$ cat config.mk
export PLATFORM = sky130hd
export DESIGN_NAME = gf2_poly_unit_order
export DESIGN_NICKNAME = d
export VERILOG_FILES = /design/src/hdl/gpuo_pkg.sv /design/src/hdl/gpuo_dpath.sv /design/src/hdl/gpuo_ctrl.sv /design/src/hdl/gf2_poly_unit_order.sv
export SDC_FILE = /design/constraint.sdc
export NUM_CORES = 1
export LEC_CHECK = 0
export BUFFER_PORTS_ARGS = -buffer_cell sky130_fd_sc_hd__buf_2
export CAP_MARGIN = 20
export CORE_ASPECT_RATIO = 0.6
export CORE_MARGIN = 8
export CORE_UTILIZATION = 60
export CTS_BUF_LIST = sky130_fd_sc_hd__clkbuf_16
export DETAILED_ROUTE_END_ITERATION = 8
export PLACE_DENSITY = 0.77
export RECOVER_POWER = 25
export SLEW_MARGIN = 40
export SYNTH_ARGS = -nofsm -noshare
export SYNTH_HDL_FRONTEND = slang
export SYNTH_SLANG_ARGS = --single-unit
$ cat constraint.sdc
create_clock -name clock -period 11.8 [get_ports clock]
set_clock_uncertainty 0.05 [all_clocks]
set_input_delay 0.59 -clock clock [delete_from_list [all_inputs] [get_ports clock]]
set_output_delay 0.59 -clock clock [all_outputs]
set_load 0.02 [all_outputs]
$ cat src/hdl/gpuo_pkg.sv
// shared types, widths and helpers for the gf(2) polynomial unit order block
package gpuo_pkg;

   localparam int DEG_MAX_DEF = 16;
   localparam int PW          = 17;
   localparam int RW          = 16;
   localparam int DW          = 5;
   localparam int EW          = 17;
   localparam int OW          = 16;
   localparam int TIW         = 4;
   localparam int REQ_TDATA_W = 40;
   localparam int RSP_TDATA_W = 24;

   typedef enum logic [1:0] {
      STAT_OK       = 2'd0,
      STAT_NOT_UNIT = 2'd1,
      STAT_BAD_MOD  = 2'd2
   } status_type;

   typedef struct packed {
      logic load;
      logic red_step;
      logic gcd_init;
      logic gcd_step;
      logic tab_init;
      logic tab_step;
      logic pow_init;
      logic pow_step;
   } cmd_type;

   typedef struct packed {
      logic deg_bad;
      logic red_last;
      logic rem_zero;
      logic gcd_done;
      logic gcd_one;
      logic tab_last;
      logic pow_done;
   } stat_type;

   // degree of a nonzero polynomial, zero for the zero polynomial
   function automatic logic [DW-1:0] poly_deg(input logic [PW-1:0] p);
      logic [DW-1:0] d;
      d = '0;
      for (int i = 0; i < PW; i++) begin
         if (p[i]) begin
            d = DW'(i);
         end
      end
      return d;
   endfunction

endpackage

$ cat src/hdl/gpuo_dpath.sv
// datapath: reduction, gcd, power table and order counter
module gpuo_dpath #(
   parameter int DEG_MAX = gpuo_pkg::DEG_MAX_DEF
) (
   input  logic                        clock,
   input  logic [gpuo_pkg::PW-1:0]     modulus,
   input  logic [gpuo_pkg::PW-1:0]     residue,
   input  gpuo_pkg::cmd_type           cmd,
   output gpuo_pkg::stat_type          stat,
   output logic [gpuo_pkg::OW-1:0]     order
);
   import gpuo_pkg::*;

   localparam logic [DW:0] DEG_LIM = (DW + 1)'(DEG_MAX);

   logic [PW-1:0]  mod_ff, mod_in;
   logic [DW-1:0]  deg_ff, deg_in;
   logic [PW-1:0]  res_ff, res_in;
   logic [PW-1:0]  rem_ff, rem_in;
   logic [DW-1:0]  cnt_ff, cnt_in;
   logic [PW-1:0]  ga_ff, ga_in;
   logic [PW-1:0]  gb_ff, gb_in;
   logic [PW-1:0]  t_ff, t_in;
   logic [TIW-1:0] tix_ff, tix_in;
   logic [RW-1:0]  tab_ff [RW];
   logic [RW-1:0]  p_ff, p_in;
   logic [EW-1:0]  e_ff, e_in;
   logic [PW-1:0]  rem_sh, t_sh;
   logic [DW-1:0]  da, db;
   logic [RW-1:0]  prod;
   logic [EW-1:0]  limit;

   always_comb begin
      mod_in = mod_ff;
      deg_in = deg_ff;
      res_in = res_ff;
      rem_in = rem_ff;
      cnt_in = cnt_ff;
      ga_in  = ga_ff;
      gb_in  = gb_ff;
      t_in   = t_ff;
      tix_in = tix_ff;
      p_in   = p_ff;
      e_in   = e_ff;
      da     = poly_deg(ga_ff);
      db     = poly_deg(gb_ff);
      rem_sh = {rem_ff[PW-2:0], res_ff[PW-1]};
      t_sh   = {t_ff[PW-2:0], 1'b0};
      prod   = '0;
      for (int i = 0; i < RW; i++) begin
         if (p_ff[i]) begin
            prod = prod ^ tab_ff[i];
         end
      end

      if (cmd.load) begin
         mod_in = modulus;
         deg_in = poly_deg(modulus);
         res_in = residue;
         rem_in = '0;
         cnt_in = '0;
      end
      if (cmd.red_step) begin
         rem_in = rem_sh[deg_ff] ? (rem_sh ^ mod_ff) : rem_sh;
         res_in = {res_ff[PW-2:0], 1'b0};
         cnt_in = cnt_ff + DW'(1);
      end
      if (cmd.gcd_init) begin
         ga_in = mod_ff;
         gb_in = rem_ff;
      end
      if (cmd.gcd_step) begin
         if (da >= db) begin
            ga_in = ga_ff ^ (gb_ff << (da - db));
         end else begin
            gb_in = gb_ff ^ (ga_ff << (db - da));
         end
      end
      if (cmd.tab_init) begin
         t_in   = rem_ff;
         tix_in = '0;
      end
      if (cmd.tab_step) begin
         t_in   = t_sh[deg_ff] ? (t_sh ^ mod_ff) : t_sh;
         tix_in = tix_ff + TIW'(1);
      end
      if (cmd.pow_init) begin
         p_in = rem_ff[RW-1:0];
         e_in = EW'(1);
      end
      if (cmd.pow_step) begin
         p_in = prod;
         e_in = e_ff + EW'(1);
      end
   end

   always_ff @(posedge clock) begin
      mod_ff <= mod_in;
      deg_ff <= deg_in;
      res_ff <= res_in;
      rem_ff <= rem_in;
      cnt_ff <= cnt_in;
      ga_ff  <= ga_in;
      gb_ff  <= gb_in;
      t_ff   <= t_in;
      tix_ff <= tix_in;
      p_ff   <= p_in;
      e_ff   <= e_in;
      if (cmd.tab_step) begin
         tab_ff[tix_ff] <= t_ff[RW-1:0];
      end
   end

   assign limit = EW'(1) << deg_ff;

   always_comb begin
      stat.deg_bad  = (mod_ff[PW-1:1] == '0) || ({1'b0, deg_ff} > DEG_LIM);
      stat.red_last = (cnt_ff == DW'(PW - 1));
      stat.rem_zero = (rem_ff == '0);
      stat.gcd_done = (ga_ff == '0) || (gb_ff == '0);
      stat.gcd_one  = ((ga_ff | gb_ff) == PW'(1));
      stat.tab_last = (tix_ff == TIW'(RW - 1));
      stat.pow_done = (p_ff == RW'(1)) || (e_ff == limit);
   end

   assign order = e_ff[OW-1:0];

endmodule

$ cat src/hdl/gpuo_ctrl.sv
// controller state machine sequencing the datapath phases
module gpuo_ctrl (
   input  logic                   clock,
   input  logic                   reset,
   input  logic                   req_valid,
   output logic                   req_ready,
   input  gpuo_pkg::stat_type     stat,
   output gpuo_pkg::cmd_type      cmd,
   input  logic                   out_free,
   output logic                   out_load,
   output gpuo_pkg::status_type   out_status
);
   import gpuo_pkg::*;

   typedef enum logic [7:0] {
      ST_IDLE   = 8'b0000_0001,
      ST_CHECK  = 8'b0000_0010,
      ST_REDUCE = 8'b0000_0100,
      ST_GINIT  = 8'b0000_1000,
      ST_GCD    = 8'b0001_0000,
      ST_TABLE  = 8'b0010_0000,
      ST_POWER  = 8'b0100_0000,
      ST_FINISH = 8'b1000_0000
   } state_type;

   state_type  state_ff, state_in;
   status_type code_ff, code_in;

   always_comb begin
      state_in = state_ff;
      code_in  = code_ff;
      cmd      = '0;
      out_load = 1'b0;
      unique case (state_ff)
         ST_IDLE: begin
            cmd.load = req_valid;
            if (req_valid) begin
               state_in = ST_CHECK;
            end
         end
         ST_CHECK: begin
            if (stat.deg_bad) begin
               code_in  = STAT_BAD_MOD;
               state_in = ST_FINISH;
            end else begin
               state_in = ST_REDUCE;
            end
         end
         ST_REDUCE: begin
            cmd.red_step = 1'b1;
            if (stat.red_last) begin
               state_in = ST_GINIT;
            end
         end
         ST_GINIT: begin
            cmd.gcd_init = 1'b1;
            cmd.tab_init = 1'b1;
            cmd.pow_init = 1'b1;
            if (stat.rem_zero) begin
               code_in  = STAT_NOT_UNIT;
               state_in = ST_FINISH;
            end else begin
               state_in = ST_GCD;
            end
         end
         ST_GCD: begin
            if (stat.gcd_done) begin
               if (stat.gcd_one) begin
                  state_in = ST_TABLE;
               end else begin
                  code_in  = STAT_NOT_UNIT;
                  state_in = ST_FINISH;
               end
            end else begin
               cmd.gcd_step = 1'b1;
            end
         end
         ST_TABLE: begin
            cmd.tab_step = 1'b1;
            if (stat.tab_last) begin
               state_in = ST_POWER;
            end
         end
         ST_POWER: begin
            if (stat.pow_done) begin
               code_in  = STAT_OK;
               state_in = ST_FINISH;
            end else begin
               cmd.pow_step = 1'b1;
            end
         end
         ST_FINISH: begin
            if (out_free) begin
               out_load = 1'b1;
               state_in = ST_IDLE;
            end
         end
         default: begin
            state_in = ST_IDLE;
         end
      endcase
   end

   always_ff @(posedge clock) begin
      if (reset) begin
         state_ff <= ST_IDLE;
         code_ff  <= STAT_OK;
      end else begin
         state_ff <= state_in;
         code_ff  <= code_in;
      end
   end

   assign req_ready  = (state_ff == ST_IDLE);
   assign out_status = code_ff;

endmodule

$ cat src/hdl/gf2_poly_unit_order.sv
// top level: multiplicative order of a gf(2) polynomial residue modulo a polynomial
// sequence: a 17-step reduction, a gcd loop and a 16-step power table, then one power
// step per multiply until the residue power reaches one or the exponent reaches 2^deg;
// a bad modulus finishes after the check, a non-unit residue after gcd init or the gcd loop
// one item at a time; the power loop does one table-driven modular multiply per cycle
// synchronous active-high reset clears the controller and the result valid flag
module gf2_poly_unit_order #(
   parameter int DEG_MAX = gpuo_pkg::DEG_MAX_DEF
) (
   input  logic                                clock,
   input  logic                                reset,
   input  logic                                req_tvalid,
   output logic                                req_tready,
   input  logic [gpuo_pkg::REQ_TDATA_W-1:0]    req_tdata,  // modulus, residue, zero pad
   output logic                                rsp_tvalid,
   input  logic                                rsp_tready,
   output logic [gpuo_pkg::RSP_TDATA_W-1:0]    rsp_tdata   // order, status, zero pad
);
   import gpuo_pkg::*;

   cmd_type          cmd;
   stat_type         stat;
   logic             out_free;
   logic             out_load;
   status_type       out_status;
   logic [OW-1:0]    dp_order;
   logic             rsp_tvalid_ff, rsp_tvalid_in;
   logic [OW-1:0]    rsp_order_ff, rsp_order_in;
   status_type       rsp_status_ff, rsp_status_in;

   gpuo_ctrl u_ctrl (
      .clock      (clock),
      .reset      (reset),
      .req_valid  (req_tvalid),
      .req_ready  (req_tready),
      .stat       (stat),
      .cmd        (cmd),
      .out_free   (out_free),
      .out_load   (out_load),
      .out_status (out_status)
   );

   gpuo_dpath #(
      .DEG_MAX (DEG_MAX)
   ) u_dpath (
      .clock   (clock),
      .modulus (req_tdata[PW-1:0]),
      .residue (req_tdata[2*PW-1:PW]),
      .cmd     (cmd),
      .stat    (stat),
      .order   (dp_order)
   );

   assign out_free = !rsp_tvalid_ff || rsp_tready;

   always_comb begin
      rsp_tvalid_in = rsp_tvalid_ff;
      rsp_order_in  = rsp_order_ff;
      rsp_status_in = rsp_status_ff;
      if (out_load) begin
         rsp_tvalid_in = 1'b1;
         rsp_order_in  = (out_status == STAT_OK) ? dp_order : '0;
         rsp_status_in = out_status;
      end else if (rsp_tready) begin
         rsp_tvalid_in = 1'b0;
      end
   end

   always_ff @(posedge clock) begin
      if (reset) begin
         rsp_tvalid_ff <= 1'b0;
      end else begin
         rsp_tvalid_ff <= rsp_tvalid_in;
      end
      rsp_order_ff  <= rsp_order_in;
      rsp_status_ff <= rsp_status_in;
   end

   assign rsp_tvalid = rsp_tvalid_ff;
   assign rsp_tdata  = {(RSP_TDATA_W - OW - 2)'(0), rsp_status_ff, rsp_order_ff};

   a_busy_after_accept: assert property (@(posedge clock) disable iff (reset)
      (req_tvalid && req_tready) |=> !req_tready)
      else $error("input accepted while busy");

   a_fail_order_zero: assert property (@(posedge clock) disable iff (reset)
      (rsp_tvalid && rsp_status_ff != STAT_OK) |-> (rsp_order_ff == '0))
      else $error("nonzero order with failing status");

   a_ok_order_nonzero: assert property (@(posedge clock) disable iff (reset)
      (rsp_tvalid && rsp_status_ff == STAT_OK) |-> (rsp_order_ff != '0))
      else $error("zero order with ok status");

   a_status_code: assert property (@(posedge clock) disable iff (reset)
      out_load |-> (out_status == STAT_OK || out_status == STAT_NOT_UNIT
                    || out_status == STAT_BAD_MOD))
      else $error("undefined status code");

endmodule
==> flow_summary.json <==
{
  "status": "complete, no violations",
  "r2r_setup_slack_ps": 7070,
  "grt.total_usage": 0.261,
  "wl_um": 57300,
  "crit_type": "reg -> reg",
  "synth_common_cells": "edfxtp_1, nand2_1, xnor2_1",
  "htree_num_levels": 2,
  "setup_viol": 0,
  "grt_max_degree": 45,
  "root_buffer": "clkbuf_16",
  "drt-wirelength-per-cell_um": 23.0,
  "dp_slack_ps": 7260,
  "async_flop_share": 0,
  "cp.required_ps": 12200,
  "yosysSeqAreaShare": 0.570,
  "fmax_mhz": 211,
  "yosys.area_share.adder": 0.0115,
  "clkSinkCount": 433,
  "synthSimpleGateAreaFrac": 0.150,
  "synth_xor_area_frac": 0.121,
  "hold_path_class": "in -> reg",
  "num_rows": 54,
  "drtPass1Iterations": 5,
  "drv_slew": 0,
  "slew-limit-headroom": 0.418,
  "antenna_found_initial": 0,
  "netlist_area_mm2": 0.0220,
  "ys_ff_latch": 433,
  "power.density_mw_per_mm2": 188,
  "pin_count": 70,
  "cts_setup_buffers": 0,
  "holdBufCountCts": 0,
  "ir_worst_vdd_uv": 287,
  "ys_warn_count": 0,
  "stdcell_count": 2493,
  "cts.clk_slew.worst_paths_ps": 70,
  "synth.distinct_cells": 82,
  "rr_worst_depth": 19,
  "p_int_mw": 2.93,
  "slowest_stage": "fa_1",
  "synth_top_family_by_area": "simple AND/OR/NAND/NOR gates",
  "chipHeight_um": 164,
  "path_buf_inv": 2,
  "whs_path_depth": 1,
  "rsz0062_at_grt": "false",
  "start_util": 0.608,
  "drc": 0,
  "overflow": 0,
  "yosysTopAreaCellShare": 0.528,
  "synth_compound_area_frac": 0.0819,
  "syn_avg_cell_area_um2": 11.3,
  "viasPerCell": 6.17,
  "dieArea_mm2": 0.0433,
  "netlist_top_cells_area": "edfxtp_1, xnor2_1, nand2_1, xor2_1, dfxtp_1",
  "ant_nets": 0,
  "critPathArrivalTime_ps": 5130,
  "leakagePower_nw": 8.31,
  "critPathLaunchType": "register",
  "vias": 15400,
  "dpl.hpwl_um": 38900,
  "drtIter0Drc": 2160,
  "clk_latency_ps": 560,
  "synth_ff_type": "edfxtp_1",
  "synth_most_common_cell": "edfxtp_1",
  "clock_path_buffers": 3,
  "drive_gt1_frac": 0.102,
  "synth.area.mux_share": 0.0401,
  "diodes": 0,
  "fin_util": 0.666,
  "synth_edf_count": 387,
  "crit_path_max_fanout": 20,
  "ctsResizeCount": 0,
  "io_buffers": 57,
  "synthCells": 1947,
  "core_mm2": 0.0362,
  "hold_viol": 0,
  "cpMostUsedCell": "a21oi_1",
  "critical_path.cell_chain": "nor2b_1 -> o21bai_1 -> a21oi_1 -> o21bai_1 -> a21oi_1 -> o21bai_1 -> a21oi_1 -> o21a_1 -> ha_1 -> inv_1 -> fa_1 -> buf_4 -> mux2_2 -> o21ai_0 -> nor2_1 -> a21oi_1 -> a211oi_1 -> o21a_1 -> o21a_1",
  "power_frac_clock": 0.290,
  "die_w_um": 263,
  "p_comb_frac": 0.309,
  "switchingPower_mw": 1.61,
  "path_delay_family": "compound AO/OA/AOI/OAI gates",
  "maxCapViolations": 0,
  "area_growth_pct": 9.60,
  "grt_pass1_vias": 14600,
  "end_kind": "register",
  "fin_ws_ps": 7070,
  "fin_crit_sh": 0.401,
  "swShare": 0.355,
  "numCtsBuffers": 41,
  "seq_power_share": 0.402,
  "grt_pass1_wl_um": 86700,
  "dp_cells": 2416,
  "fin_tns_setup_ps": 0,
  "n_fill_cell": 2670,
  "worst_slew_pin_slew_ps": 872,
  "tritoncts": "built",
  "nets": 2050,
  "period_needed_ps": 4730,
  "synth_top_area_cell": "edfxtp_1",
  "crit_path_max_incr_delay_ps": 530,
  "path_depth": 19,
  "gp_congestion": 0.944
}
final timing paths:
check | endpoint | start
worst min register to register | rsp_tvalid | rsp_tvalid
worst min-delay path | u_dpath.mod_ff[0] | req_tdata[0]
worst max-delay path | u_dpath.ga_ff[12] | u_dpath.gb_ff[1]
worst max register to register | u_dpath.ga_ff[12] | u_dpath.gb_ff[1]
placed cells by master (no fill, tap or decap), types with 6 or more instances in the layout:
| cell type | n |
|---|---|
| buf_4 | 23 |
| a21o_1 | 11 |
| dfxtp_1 | 46 |
| clkbuf_16 | 42 |
| buf_2 | 41 |
| and3_1 | 13 |
| o21a_1 | 13 |
| a31oi_1 | 6 |
| o211ai_1 | 8 |
| nand4_1 | 11 |
| o21bai_1 | 8 |
| inv_1 | 42 |
| clkbuf_1 | 16 |
| edfxtp_1 | 387 |
| mux2i_1 | 32 |
| a211oi_1 | 6 |
| a21oi_1 | 72 |
| nand2_1 | 383 |
| mux4_2 | 18 |
| clkinv_1 | 10 |
| mux2_2 | 13 |
| conb_1 | 6 |
| a311oi_1 | 9 |
| and2_1 | 25 |
| xor2_1 | 112 |
| o21ai_1 | 6 |
| and2_2 | 7 |
| nor4_1 | 20 |
| nand2b_1 | 8 |
| ha_1 | 17 |
| o221a_1 | 6 |
| nor4bb_1 | 6 |
| nand3_1 | 36 |
| nor2_1 | 130 |
| o21ai_0 | 70 |
| xnor2_1 | 189 |
| a22o_1 | 19 |
| nor2b_1 | 11 |
| nor3_1 | 25 |
state kept, by name (all words and copies together), names as in the netlist:
signal / count
rsp_order_ff: 16
rsp_status_ff: 2
rsp_tvalid: 1
u_ctrl.out_status: 2
u_ctrl.state_ff: 8
u_dpath.cnt_ff: 5
u_dpath.deg_ff: 5
u_dpath.e_ff: 17
u_dpath.ga_ff: 17
u_dpath.gb_ff: 17
u_dpath.mod_ff: 17
u_dpath.p_ff: 16
u_dpath.rem_ff: 17
u_dpath.res_ff: 17
u_dpath.t_ff: 16
u_dpath.tab_ff: 256
u_dpath.tix_ff: 4
cell type report:
cell class | instances | area (um2) | area share
well taps | 476 | 596 | 0.0247
multi-input cells | 1388 | 8990 | 0.373
flip-flops and latches | 433 | 12500 | 0.520
clock inverters | 31 | 262 | 0.0108
repair buffers | 89 | 554 | 0.0230
inverters | 34 | 128 | 0.00529
clock buffers | 42 | 1050 | 0.0436
through the flow:
stage	hold slack (ps)	power, mW	area [um2]
floorplan	404	2.81	22000
global placement	421	3.14	22700
detailed placement	442	3.20	22800
CTS	154	4.49	24100
global route	148	4.73	24100
finish	172	4.54	24100
worst register-to-register path: stages (launching register included):
cell and delay, ps:
dfxtp_1 490, nor2b_1 180, o21bai_1 70, a21oi_1 230, o21bai_1 100, a21oi_1 160, o21bai_1 70, a21oi_1 210
o21a_1 130, ha_1 190, inv_1 70, fa_1 530, buf_4 280, mux2_2 400, o21ai_0 520, nor2_1 80
a21oi_1 330, a211oi_1 170, o21a_1 210, o21a_1 160
power by group through the flow:
stage	Combinational (mW)	Clock (mW)	Sequential [mW]
2_1_floorplan	1.01	0	1.80
3_3_place_gp	1.29	0	1.85
3_5_place_dp	1.34	0	1.85
4_1_cts	1.35	1.32	1.82
5_1_grt	1.52	1.38	1.83
6_report	1.40	1.31	1.82
logic make-up after synthesis:
| family | Yosys count |
|---|---|
| mux | 64 |
| simple gates | 724 |
| buf+inv | 131 |
| xor+xnor | 303 |
| compound gates | 272 |
| other cells | 1 |
| flops | 433 |
| fa+ha+maj | 19 |
per-layer routing:
layer	global-route usage	routed length, um	share of wire	vias up
met5	0.0124	64	0.0011	-
met4	0.0564	930	0.016	2
met3	0.0810	7540	0.13	83
met2	0.379	23900	0.42	841
met1	0.381	24900	0.43	7498
li1	-	-	-	6961
Note: power is estimated with default switching activity, not from simulation.
